File: src/hw/rtl/led_frame_deframer_assert.svh
// Assertion macros shared by the LED frame deframer RTL.
`ifndef LED_FRAME_DEFRAMER_ASSERT_SVH
`define LED_FRAME_DEFRAMER_ASSERT_SVH

// Same-cycle implication, checked on every rising clk edge outside reset.
`define LFD_ASSERT_IMPL(lbl, ante, cons, msg) \
  lbl: assert property (@(posedge clk) disable iff (!rst_n) (ante) |-> (cons)) \
    else $error(msg);

// Next-cycle implication, checked on every rising clk edge outside reset.
`define LFD_ASSERT_NEXT(lbl, ante, cons, msg) \
  lbl: assert property (@(posedge clk) disable iff (!rst_n) (ante) |=> (cons)) \
    else $error(msg);

`endif

File: src/hw/rtl/ledfd_pkg.sv
// Types and constants of the LED frame deframer.
package ledfd_pkg;

  localparam logic [7:0] HDR0  = 8'h4D;  // 'M'
  localparam logic [7:0] HDR1  = 8'h4A;  // 'J'
  localparam logic [7:0] HDR2  = 8'h58;  // 'X'
  localparam logic [7:0] CMD_1 = 8'h01;

  // Longest payload accepted, key byte included.
  localparam logic [7:0] MAX_LEN = 8'd5;

  typedef enum logic [2:0] {
    PH_HUNT0,
    PH_HUNT1,
    PH_HUNT2,
    PH_CMD,
    PH_LEN,
    PH_DATA
  } phase_t;

  typedef struct packed {
    logic       valid;
    logic [7:0] led_byte;
    logic       has_data;
    logic       latch;
  } result_t;

endpackage

File: src/hw/rtl/led_frame_deframer.sv
// Top level of the LED frame deframer: parser plus output register and skid stage.
//
// Takes one received serial byte per request and looks for frames of the form
// 'M' 'J' 'X', command, length, key, payload. For command 1 every payload byte
// after the key comes out as (byte - key) mod 256 with has_data set, and the
// last one carries latch; a frame of length 0 or 1 gives one latch-only result
// (led_byte 0, has_data 0). Other commands are skipped by their length, and a
// length above MAX_LEN (5) drops the frame and restarts the header hunt. A byte
// that breaks the header match restarts the hunt, counting as 'M' if it is one.
// Rate: one byte per clock while in_stall is low; each byte is parsed in the
// cycle it is accepted and its result, if any, is registered into the output
// register, or into the one-entry skid stage while an older result waits on
// out_stall; in_stall rises only once two results are waiting.
module led_frame_deframer (
  input  logic       clk,
  input  logic       rst_n,
  input  logic       in_valid,
  output logic       in_stall,
  input  logic [7:0] in_rx_byte,
  output logic       out_valid,
  input  logic       out_stall,
  output logic [7:0] out_led_byte,
  output logic       out_has_data,
  output logic       out_latch
);
  import ledfd_pkg::*;
  `include "led_frame_deframer_assert.svh"

  logic    in_accept;
  logic    out_take;
  result_t res;

  // Output register and skid entry; valid bits live inside the structs.
  result_t out_r, out_nxt;
  result_t skid_r, skid_nxt;

  // Skid full means a result is waiting behind a stalled output: hold off input.
  assign in_stall  = skid_r.valid;
  assign in_accept = in_valid && !in_stall;
  assign out_take  = out_r.valid && !out_stall;

  ledfd_parser u_parser (
    .clk     (clk),
    .rst_n   (rst_n),
    .step    (in_accept),
    .rx_byte (in_rx_byte),
    .res     (res)
  );

  always_comb begin
    out_nxt  = out_r;
    skid_nxt = skid_r;
    if (!out_r.valid || out_take) begin
      // Output slot frees up: the oldest waiting result moves in first.
      if (skid_r.valid) begin
        out_nxt  = skid_r;
        skid_nxt = res;
      end else begin
        out_nxt = res;
      end
    end else if (res.valid) begin
      // Output held by the downstream stall; park the new result.
      skid_nxt = res;
    end
  end

  always_ff @(posedge clk) begin
    if (!rst_n) begin
      out_r.valid  <= 1'b0;
      skid_r.valid <= 1'b0;
    end else begin
      out_r.valid  <= out_nxt.valid;
      skid_r.valid <= skid_nxt.valid;
    end
    out_r.led_byte  <= out_nxt.led_byte;
    out_r.has_data  <= out_nxt.has_data;
    out_r.latch     <= out_nxt.latch;
    skid_r.led_byte <= skid_nxt.led_byte;
    skid_r.has_data <= skid_nxt.has_data;
    skid_r.latch    <= skid_nxt.latch;
  end

  assign out_valid    = out_r.valid;
  assign out_led_byte = out_r.led_byte;
  assign out_has_data = out_r.has_data;
  assign out_latch    = out_r.latch;

  `LFD_ASSERT_IMPL(a_skid_behind_out, skid_r.valid, out_r.valid,
    "skid entry held with empty output register")
  `LFD_ASSERT_IMPL(a_latch_only_form, out_r.valid && !out_r.has_data,
    out_r.latch && out_r.led_byte == 8'd0, "malformed latch-only result")
  `LFD_ASSERT_NEXT(a_skid_drains, skid_r.valid && !out_stall, !skid_r.valid ||
    !$past(in_accept) || $past(res.valid), "skid entry not drained")

endmodule

File: src/hw/rtl/ledfd_parser.sv
// Byte-synchronous frame parser: header hunt, command, length, descramble.
module ledfd_parser (
  input  logic               clk,
  input  logic               rst_n,
  input  logic               step,
  input  logic [7:0]         rx_byte,
  output ledfd_pkg::result_t res
);
  import ledfd_pkg::*;
  `include "led_frame_deframer_assert.svh"

  phase_t     phase_r, phase_nxt;
  logic [2:0] frame_len_r, frame_len_nxt;
  logic [2:0] byte_index_r, byte_index_nxt;
  logic [7:0] key_r, key_nxt;
  logic       cmd_ok_r, cmd_ok_nxt;

  logic [3:0] index_inc;
  logic       last_byte;

  assign index_inc = {1'b0, byte_index_r} + 4'd1;
  assign last_byte = index_inc >= {1'b0, frame_len_r};

  // Next state
  always_comb begin
    phase_nxt      = phase_r;
    frame_len_nxt  = frame_len_r;
    byte_index_nxt = byte_index_r;
    key_nxt        = key_r;
    cmd_ok_nxt     = cmd_ok_r;
    if (step) begin
      case (phase_r)
        PH_HUNT0: begin
          if (rx_byte == HDR0) phase_nxt = PH_HUNT1;
        end
        PH_HUNT1: begin
          if (rx_byte == HDR1)      phase_nxt = PH_HUNT2;
          else if (rx_byte == HDR0) phase_nxt = PH_HUNT1;
          else                      phase_nxt = PH_HUNT0;
        end
        PH_HUNT2: begin
          if (rx_byte == HDR2)      phase_nxt = PH_CMD;
          else if (rx_byte == HDR0) phase_nxt = PH_HUNT1;
          else                      phase_nxt = PH_HUNT0;
        end
        PH_CMD: begin
          cmd_ok_nxt = (rx_byte == CMD_1);
          phase_nxt  = PH_LEN;
        end
        PH_LEN: begin
          if (rx_byte > MAX_LEN || rx_byte == 8'd0) begin
            phase_nxt = PH_HUNT0;
          end else begin
            frame_len_nxt  = rx_byte[2:0];
            byte_index_nxt = 3'd0;
            phase_nxt      = PH_DATA;
          end
        end
        PH_DATA: begin
          if (byte_index_r == 3'd0) begin
            key_nxt = rx_byte;
            if (frame_len_r <= 3'd1) phase_nxt = PH_HUNT0;
            else                     byte_index_nxt = 3'd1;
          end else if (last_byte) begin
            phase_nxt = PH_HUNT0;
          end else begin
            byte_index_nxt = index_inc[2:0];
          end
        end
        default: phase_nxt = PH_HUNT0;
      endcase
    end
  end

  // Outputs
  always_comb begin
    res = '0;
    if (step && cmd_ok_r) begin
      case (phase_r)
        PH_LEN: begin
          if (rx_byte == 8'd0) begin
            res.valid = 1'b1;
            res.latch = 1'b1;
          end
        end
        PH_DATA: begin
          if (byte_index_r == 3'd0) begin
            if (frame_len_r <= 3'd1) begin
              res.valid = 1'b1;
              res.latch = 1'b1;
            end
          end else begin
            res.valid    = 1'b1;
            res.has_data = 1'b1;
            res.led_byte = rx_byte - key_r;
            res.latch    = last_byte;
          end
        end
        default: res = '0;
      endcase
    end
  end

  always_ff @(posedge clk) begin
    if (!rst_n) begin
      phase_r      <= PH_HUNT0;
      frame_len_r  <= 3'd0;
      byte_index_r <= 3'd0;
      key_r        <= 8'd0;
      cmd_ok_r     <= 1'b0;
    end else begin
      phase_r      <= phase_nxt;
      frame_len_r  <= frame_len_nxt;
      byte_index_r <= byte_index_nxt;
      key_r        <= key_nxt;
      cmd_ok_r     <= cmd_ok_nxt;
    end
  end

  `LFD_ASSERT_IMPL(a_data_len_ok, phase_r == PH_DATA,
    frame_len_r != 3'd0 && byte_index_r < frame_len_r, "payload index out of frame")
  `LFD_ASSERT_IMPL(a_data_needs_cmd, res.has_data,
    cmd_ok_r && phase_r == PH_DATA, "data result outside a command 1 payload")

endmodule
File: config.mk
export PLATFORM = sky130hd
export DESIGN_NAME = led_frame_deframer
export DESIGN_NICKNAME = d
export VERILOG_FILES = /design/src/hw/rtl/ledfd_pkg.sv /design/src/hw/rtl/led_frame_deframer.sv /design/src/hw/rtl/ledfd_parser.sv
export VERILOG_INCLUDE_DIRS = /design/src /design/src/hw/rtl
export SDC_FILE = /design/constraint.sdc
export NUM_CORES = 1
export LEC_CHECK = 0
export CAP_MARGIN = 5
export CORE_UTILIZATION = 50
export CTS_CLUSTER_DIAMETER = 30
export CTS_CLUSTER_SIZE = 28
export DETAILED_ROUTE_END_ITERATION = 8
export DONT_BUFFER_PORTS = 1
export PLACE_DENSITY = 0.61
export SKIP_LAST_GASP = 1
export SLEW_MARGIN = 20
export SYNTH_ARGS = -nofsm -noshare
export SYNTH_HDL_FRONTEND = slang
export SYNTH_SLANG_ARGS = --single-unit
export TNS_END_PERCENT = 20
File: constraint.sdc
create_clock -name clk -period 4.8 [get_ports clk]
set_input_delay 0.96 -clock clk [delete_from_list [all_inputs] [get_ports clk]]
set_output_delay 0.96 -clock clk [all_outputs]
set_load 0.01 [all_outputs]
# Yosys cells after proc, flatten, opt, wreduce, memory -nomap -nowiden
# Cells that the tools add are included.
# word_totals
ff_bits	40
out_inout_bits	12
elab_cells	81
# classes
muxes	27
eq_ne	16
bitwise	1
n_reduce_logical	19
addsub	2
n_lt_le_gt_ge	3
# ops
op	count
11-bit two-way mux	5
3-bit two-way mux	11
8-bit by 7-bit == test with 1-bit output (second input constant)	3
9-bit two-way mux	2
3-bit one-hot mux with 6 select lines	1
3-bit inequality test (second input constant)	3
8-bit by 1-bit == test with 1-bit output (second input constant)	1
8-bit by 3-bit greater-than comparator with 1-bit output (second input constant)	1
8-bit zero test	1
8-bit subtractor	1
3-bit by 2-bit == test with 1-bit output (second input constant)	2
3-bit == test (second input constant)	2
3-bit zero test	2
3-bit one-hot mux with 2 select lines	1
3-bit AND reduction	2
1-bit two-way mux	5
5-bit AND reduction	1
3-bit by 1-bit adder with 4-bit output (second input constant)	1
4-bit by 3-bit >= comparator with 1-bit output	1
2-bit inequality test (second input constant)	2
1-bit one-hot mux with 2 select lines	2
2-bit AND reduction	2
4-bit AND reduction	1
2-bit nonzero test	2
8 further kinds	13

# Logic depth before layout (Yosys ltp)
# Gate-level depths: netlist of the first run.
# depth
ltp_word	7
ltp_mapped	9
mapped_depth_nobuf	9

# Cells and area by module
# A second synthesis of the first run with hierarchy kept.
# unflattened
hier_cells	235
area_unflattened_um2	2362.3
# modules_own_cells
module	instances	area_per_inst_um2	cells_each	seq_area_each_um2
ledfd_parser	1	1436.4	181	360.3
led_frame_deframer	1	925.9	54	640.6

# Worst setup path after synthesis of the first run
# Ideal clock, no wire load.
# synth_timing
path_type	in2reg
start	input port in_rx_byte[0]
end	register out_r, in the netlist out_led_byte[6] (data pin)
setup_time_ns	0.256
n_path_buf	0
arrival_time_ns	2.351
stages	9
setup_slack_ns	2.193
cell_sequence	inv_1 ha_1 inv_1 fa_1 a211oi_1 o21bai_1 a21oi_1 xnor2_1 a22o_1
# synth_between
elab_chain_cells	5
# synth_rtl
item	line	source
from (decl)	led_frame_deframer.sv:19	input logic [7:0] in_rx_byte,
8-bit subtractor	ledfd_parser.sv:95	res.led_byte = rx_byte - key_r;
9-bit two-way mux	ledfd_parser.sv:87	if (byte_index_r == 3'd0) begin
9-bit two-way mux	ledfd_parser.sv:79	case (phase_r)
11-bit two-way mux	ledfd_parser.sv:78	if (step && cmd_ok_r) begin
11-bit two-way mux	led_frame_deframer.sv:55	if (skid_r.valid) begin
to (decl)	led_frame_deframer.sv:34	result_t out_r, out_nxt;
# No other way between the ends.
# A chain may end at the register's enable or synchronous reset.

# Worst setup path after layout of the first run
# Same ends and word-level chain as after synthesis.

==> results of run 1 <==
-- cell families (layout without fill, tap and decap cells) --
group,after synthesis,in the layout,share of synthesized area [%]
DFF,40,40,43.8
adders and majority gates,13,13,7.44
AOI/OAI and AO/OA,56,56,16.4
and+or+nand+nor,84,84,21.2
xor gates and xnor gates,6,6,2.30
muxes,11,11,4.87
buffers and inverters,23,23,3.99
-- routing by layer --
| layer | up-vias | GRT usage, % |
|---|---|---|
| met3 | 8 | 5.96 |
| met5 | - | 0 |
| met4 | 0 | 7.78 |
| met1 | 793 | 27.9 |
| met2 | 47 | 29.6 |
| li1 | 847 | - |
-- per-stage QoR --
step / util [%] / cells / total power, W / setup WS, ns / hold slack (ns)
finish: 55.3 / 285 / 0.000672 / 2.34 / 0.497
global placement: 52.9 / 277 / 0.000411 / 2.08 / 0.476
floorplan: - / 233 / 0.000405 / 2.19 / 0.459
global route: 55.3 / 285 / 0.000699 / 2.16 / 0.529
detailed placement: 52.9 / 277 / 0.000413 / 2.04 / 0.482
CTS: 55.3 / 285 / 0.000681 / 2.34 / 0.501
-- layout make-up --
cell class | instances | area, sq um | share of cell area, %
Clock inverter | 2 | 35.0 | 1.44
Multi-Input combinational cell | 170 | 1190 | 49.3
Clock buffer | 6 | 72.6 | 2.99
Tap cell | 52 | 65.1 | 2.68
Inverter | 15 | 56.3 | 2.32
Sequential cell | 40 | 1000 | 41.3
-- worst max-delay path: stages --
cell and delay (ns):
inv_1 0.08, ha_1 0.16, inv_1 0.05, fa_1 0.41
a211oi_1 0.23, o21bai_1 0.10, a21oi_1 0.18, xnor2_1 0.10
a22o_1 0.21
-- power groups by stage --
| stage | clock, W | combinational [W] | sequential [W] |
|---|---|---|---|
| 6_report | 0.000266 | 0.0000452 | 0.000361 |
| 5_1_grt | 0.000287 | 0.0000506 | 0.000361 |
| 4_1_cts | 0.000275 | 0.0000451 | 0.000361 |
| 3_5_place_dp | 0 | 0.0000449 | 0.000369 |
| 3_3_place_gp | 0 | 0.0000429 | 0.000368 |
| 2_1_floorplan | 0 | 0.0000403 | 0.000365 |
-- sequential cells by signal (all words and copies together), names as in the netlist, 3 cells and up --
register,count
u_parser.frame_len_r,3
out_led_byte,8
skid_r,10
u_parser.key_r,8
u_parser.phase_r,3
u_parser.byte_index_r,3
-- layout by cell type, fill, tap and decap left out, types with 3 or more instances in the layout --
cell type / instances
nor2_1: 25
dfxtp_1: 20
edfxtp_1: 20
inv_1: 15
a21oi_1: 14
o21ai_0: 13
ha_1: 12
nand2_1: 10
mux2i_1: 10
nor2b_1: 6
nor3_1: 6
or3_1: 5
clkbuf_8: 5
nand3b_1: 4
and3_1: 4
a21o_1: 4
nand2b_1: 4
xnor2_1: 4
a22o_1: 4
and2_1: 4
nand4_1: 3
-- path summary, 6_finish.rpt --
kind              cells past startpoint  slack [ns]           endpoint
hold reg to reg                       2        0.50  u_parser.key_r[0]
hold / removal                        2        0.50  u_parser.key_r[0]
setup / recovery                      9        2.34    out_led_byte[6]
setup reg to reg                      4        2.60          skid_r[9]
==> qor.yml, run 1 <==
cells_and_area:
  syn2layout_area_growth_pct: 6.02
  drive_above_1_share_pct: 6.01
  nFillCells: 400
  nNetsFinal: 257
  fin_area_sq_um: 2420
  antenna_cells: 0
die:
  start_util_pct: 52.2
  die_y_um: 69.6
  dieWidth_um: 69.6
  die_area_sq_um: 4850
  ioPinCount: 24
  coreArea_sq_um: 4380
  num_rows: 24
power_and_ir_drop:
  pwr-share-seq_pct: 53.7
  p_leak_nw: 0.917
  clockPowerShare_pct: 39.6
  p_comb_share_pct: 6.7
  peakVddDrop_mv: 0.107
  power.switching_w: 0.000141
  switching_share_pct: 21.1
  power.density_nw_per_um2: 277
  power.internal_w: 0.000530
clock_tree:
  cts_root_buf: "clkbuf_8"
  clkSinkCount: 40
  cts_buffers: 5
  htree_num_levels: 2
  cts-hold-fix-buffers: 0
  clockBufferDepth: 2
  clkTransAtPathRegs_ns: 0.07
  clock_latency_ns: 0.29
  post_cts_resized: 0
  cts_tree: "yes"
  cts_setup_buffers: 0
routing:
  antenna_left: 0
  wl_met3_um: 222
  wire_per_inst_um: 15.7
  drt_wl_total_um: 4470
  drt_iter0_markers: 127
  drtPass1Iterations: 4
  vias: 1695
  drcViolationCount: 0
  top_layer: "met4"
  drt-met1-wl_um: 2210
  met2WireLength_um: 1960
  post_drt_via_cell_ratio: 5.95
timing:
  tns_ns: 0
  maxSlewViolCount: 0
  worst_slew_pin_slew_ns: 0.621
  min_period_ns: 2.46
  finalHoldViolCount: 0
  timing.final.crit_share_pct: 51.2
  max_slew_margin_pct: 58.6
  grt_setup_unrepaired: "no"
  finalSetupViolations: 0
  max_clock_freq_ghz: 0.407
  skew_ns: 0.00759
synth:
  synth.yosys.seq_area_share_pct: 43.8
  syn-num-nets: 258
  yosysWarnings: 0
  synthArstFlopShare_pct: 0
  synth-main-ff-cell: "edfxtp_1"
  ys_types: 54
  syn_area_sq_um: 2290
  synth_top_area_share_pct: 26.3
  ys_top_cells_by_count: "nor2_1 (25), dfxtp_1 (20), edfxtp_1 (20)"
  synth_area_per_cell_sq_um: 9.82
  yosysTopAreaCell: "edfxtp_1"
  ys_ff_latch: 40
  netlist_instances: 233
  synthTopCellsByArea: "edfxtp_1 (26%), dfxtp_1 (18%), ha_1 (6.6%), mux2i_1 (4.4%), nor2_1 (4.1%)"
  yosysMostFrequentCell: "nor2_1"
  synth_edf_count: 20
global_route:
  globalRouteOverflowTotal: 0
  antenna_found_initial: 0
  grt_pass1_vias: 1647
  grt_max_degree: 18
  grt_pass1_wl_um: 7740
  grt_usage_pct: 20.1
critical_path:
  cp-end-kind: "flip-flop"
  critPathKind: "input port to flip-flop"
  crit_required_ns: 4.84
  worstSetupStartpointType: "input port"
  cp_max_fo: 5
  worstReg2RegStart: "u_parser.phase_r[2]"
  cp.arrival_ns: 2.50
  crit_start: "in_rx_byte[0]"
placement:
  placed_area_sq_um: 2320
  place_congestion: 0.855
  io_buffers: 0
  dp_hpwl_um: 3420
hold_path:
  min_path_type: "flip-flop to flip-flop"
  holdCritStartpoint: "u_parser.key_r[0]"
run:
  cap_violations: 0
outcome:
  status: "completed"
Power figures use the tool's default switching activity.
==> run 2, diff against run 1 <==
- clock period: 4.8 -> 2.5 ns (I/O delays scaled with it)
==> qor.yml, run 2 (synthesis gave the netlist of run 1 again) <==
die:
  die_area_sq_um: 4850  # unchanged
  ioPinCount: 24  # unchanged
  die_y_um: 69.6  # unchanged
  num_rows: 24  # unchanged
  dieWidth_um: 69.6  # unchanged
  coreArea_sq_um: 4380  # unchanged
  start_util_pct: 52.2  # unchanged
power_and_ir_drop:
  clockPowerShare_pct: 34.7  # was 39.6%
  power.density_nw_per_um2: 493  # was 277 nW/um^2
  p_leak_nw: 0.930  # was 0.917 nW
  pwr-share-seq_pct: 57.4  # was 53.7%
  peakVddDrop_mv: 0.341  # was 0.107 mV
  power.internal_w: 0.000919  # was 0.000530 W
  power.switching_w: 0.000282  # was 0.000141 W
  p_comb_share_pct: 7.9  # was 6.7%
  switching_share_pct: 23.5  # was 21.1%
clock_tree:
  cts_setup_buffers: 0  # unchanged
  clockBufferDepth: 2  # unchanged
  clock_latency_ns: 0.29  # about the same
  cts_root_buf: "clkbuf_8"  # unchanged
  clkSinkCount: 40  # unchanged
  cts_tree: "yes"  # unchanged
  cts-hold-fix-buffers: 0  # unchanged
  htree_num_levels: 2  # unchanged
  cts_buffers: 5  # unchanged
  post_cts_resized: 0  # unchanged
  clkTransAtPathRegs_ns: 0.08  # was 0.07 ns
placement:
  dp_hpwl_um: 3550  # was 3420 um
  placed_area_sq_um: 2350  # was 2320 sq um
  place_ws_ns: 0.229  # was 2.04 ns
  io_buffers: 0  # unchanged
  place_congestion: 0.840  # was 0.855
timing:
  max_clock_freq_ghz: 0.454
  worst_slew_pin_slew_ns: 0.521  # was 0.621 ns
  min_period_ns: 2.20
  tns_ns: 0  # unchanged
  timing.final.ws_setup_ns: 0.299  # was 2.34 ns
  finalSetupViolations: 0  # unchanged
  maxSlewViolCount: 0  # unchanged
  grt_setup_unrepaired: "no"  # unchanged
  fin_hold_ws_ns: 0.348  # was 0.497 ns
  skew_ns: 0.00894  # was 0.00759 ns
  timing.final.crit_share_pct: 88.0
  finalHoldViolCount: 0  # unchanged
  max_slew_margin_pct: 65.2  # was 58.6%
routing:
  vias: 1738  # was 1,695
  drtPass1Iterations: 5  # was 4
  wire_per_inst_um: 16.0  # was 15.7 um
  antenna_left: 0  # unchanged
  drt_wl_total_um: 4630  # was 4470 um
  post_drt_via_cell_ratio: 6.01  # was 5.95
  drt_iter0_markers: 93  # was 127
  drcViolationCount: 0  # unchanged
critical_path:
  cp_max_fo: 5  # unchanged
  rrSetupSlack_ns: 0.30  # was 2.60 ns
  worstSetupStartpointType: "flip-flop"  # was input port
  crit_start: "u_parser.byte_index_r[0]"  # was in_rx_byte[0]
  critPathKind: "flip-flop to flip-flop"  # was input port to flip-flop
  cp.arrival_ns: 2.25  # was 2.50 ns
  cp-end-kind: "flip-flop"  # unchanged
  crit_required_ns: 2.55  # was 4.84 ns
  worstReg2RegStart: "u_parser.byte_index_r[0]"  # was u_parser.phase_r[2]
cells_and_area:
  syn2layout_area_growth_pct: 6.46  # was 6.02%
  drive_above_1_share_pct: 8.02  # was 6.01%
  fin_area_sq_um: 2430  # was 2420 sq um
  top_register: "skid_r"  # unchanged
  layout_common_cells: "nor2_1 (25), dfxtp_1 (20), edfxtp_1 (20)"  # unchanged
  nNetsFinal: 261  # was 257
  largest_reg_flops: 10  # unchanged
  antenna_cells: 0  # unchanged
  final_common_cell: "nor2_1"  # unchanged
global_route:
  globalRouteOverflowTotal: 0  # unchanged
  grt_pass1_wl_um: 7870  # was 7740 um
  antenna_found_initial: 0  # unchanged
  grt_max_degree: 17  # was 18
  grt_usage_pct: 20.4  # was 20.1%
  grt_pass1_vias: 1714  # was 1,647
hold_path:
  holdCritStartpoint: "in_rx_byte[5]"  # was u_parser.key_r[0]
  min_path_type: "input port to flip-flop"  # was flip-flop to flip-flop
run:
  cap_violations: 0  # unchanged
outcome:
  status: "completed"  # unchanged
run 2: path summary, 6_finish.rpt:
kind                  endpoint  cells past startpoint
max                  out_latch                      8
min          u_parser.key_r[5]                      2
max reg2reg          out_latch                      8
min reg2reg  u_parser.key_r[5]                      2
run 2: worst max-delay path, cell delays in order (launching register included):
cell      delay (ns)
dfxtp_1         0.42
inv_1           0.09
ha_1            0.33
ha_1            0.28
o21ai_0         0.14
a21oi_1         0.09
o21bai_1        0.29
a21oi_1         0.15
a21o_1          0.18
run 2: cell type report:
| cell class | instances | area, sq um |
|---|---|---|
| clock buffer | 5 | 68.8 |
| clock inverter | 3 | 18.8 |
| inverter | 15 | 56.3 |
| sequential | 40 | 1000 |
| fill | 393 | 1950 |
| multi-input combinational | 170 | 1190 |
| timing repair buffer | 4 | 30.0 |
| tap | 52 | 65.1 |
run 2: metrics by stage:
stage | util, % | instances | total power (W)
after floorplan | - | 233 | 0.000778
after global placement | 53.5 | 281 | 0.000794
after detailed placement | 53.5 | 281 | 0.000798
after CTS | 55.5 | 289 | 0.00121
after global routing | 55.5 | 289 | 0.00125
final | 55.5 | 289 | 0.00120
run 2: layer usage:
metal	global-route usage, %	wire [um]	up-vias	share of wire (%)
met3	5.81	311	10	6.7
met2	31.4	2070	69	45
met1	27.1	2170	810	47
met5	0	0	-	0
li1	-	-	849	-
met4	8.22	80	0	1.7
run 2: power by group through the flow:
stage	clock, W	sequential [W]	combinational, W
after detailed placement	0	0.000704	0.0000932
after floorplan	0	0.000701	0.0000774
after global routing	0.000452	0.000690	0.000104
final	0.000417	0.000690	0.0000947
after CTS	0.000430	0.000690	0.0000933
after global placement	0	0.000704	0.0000898
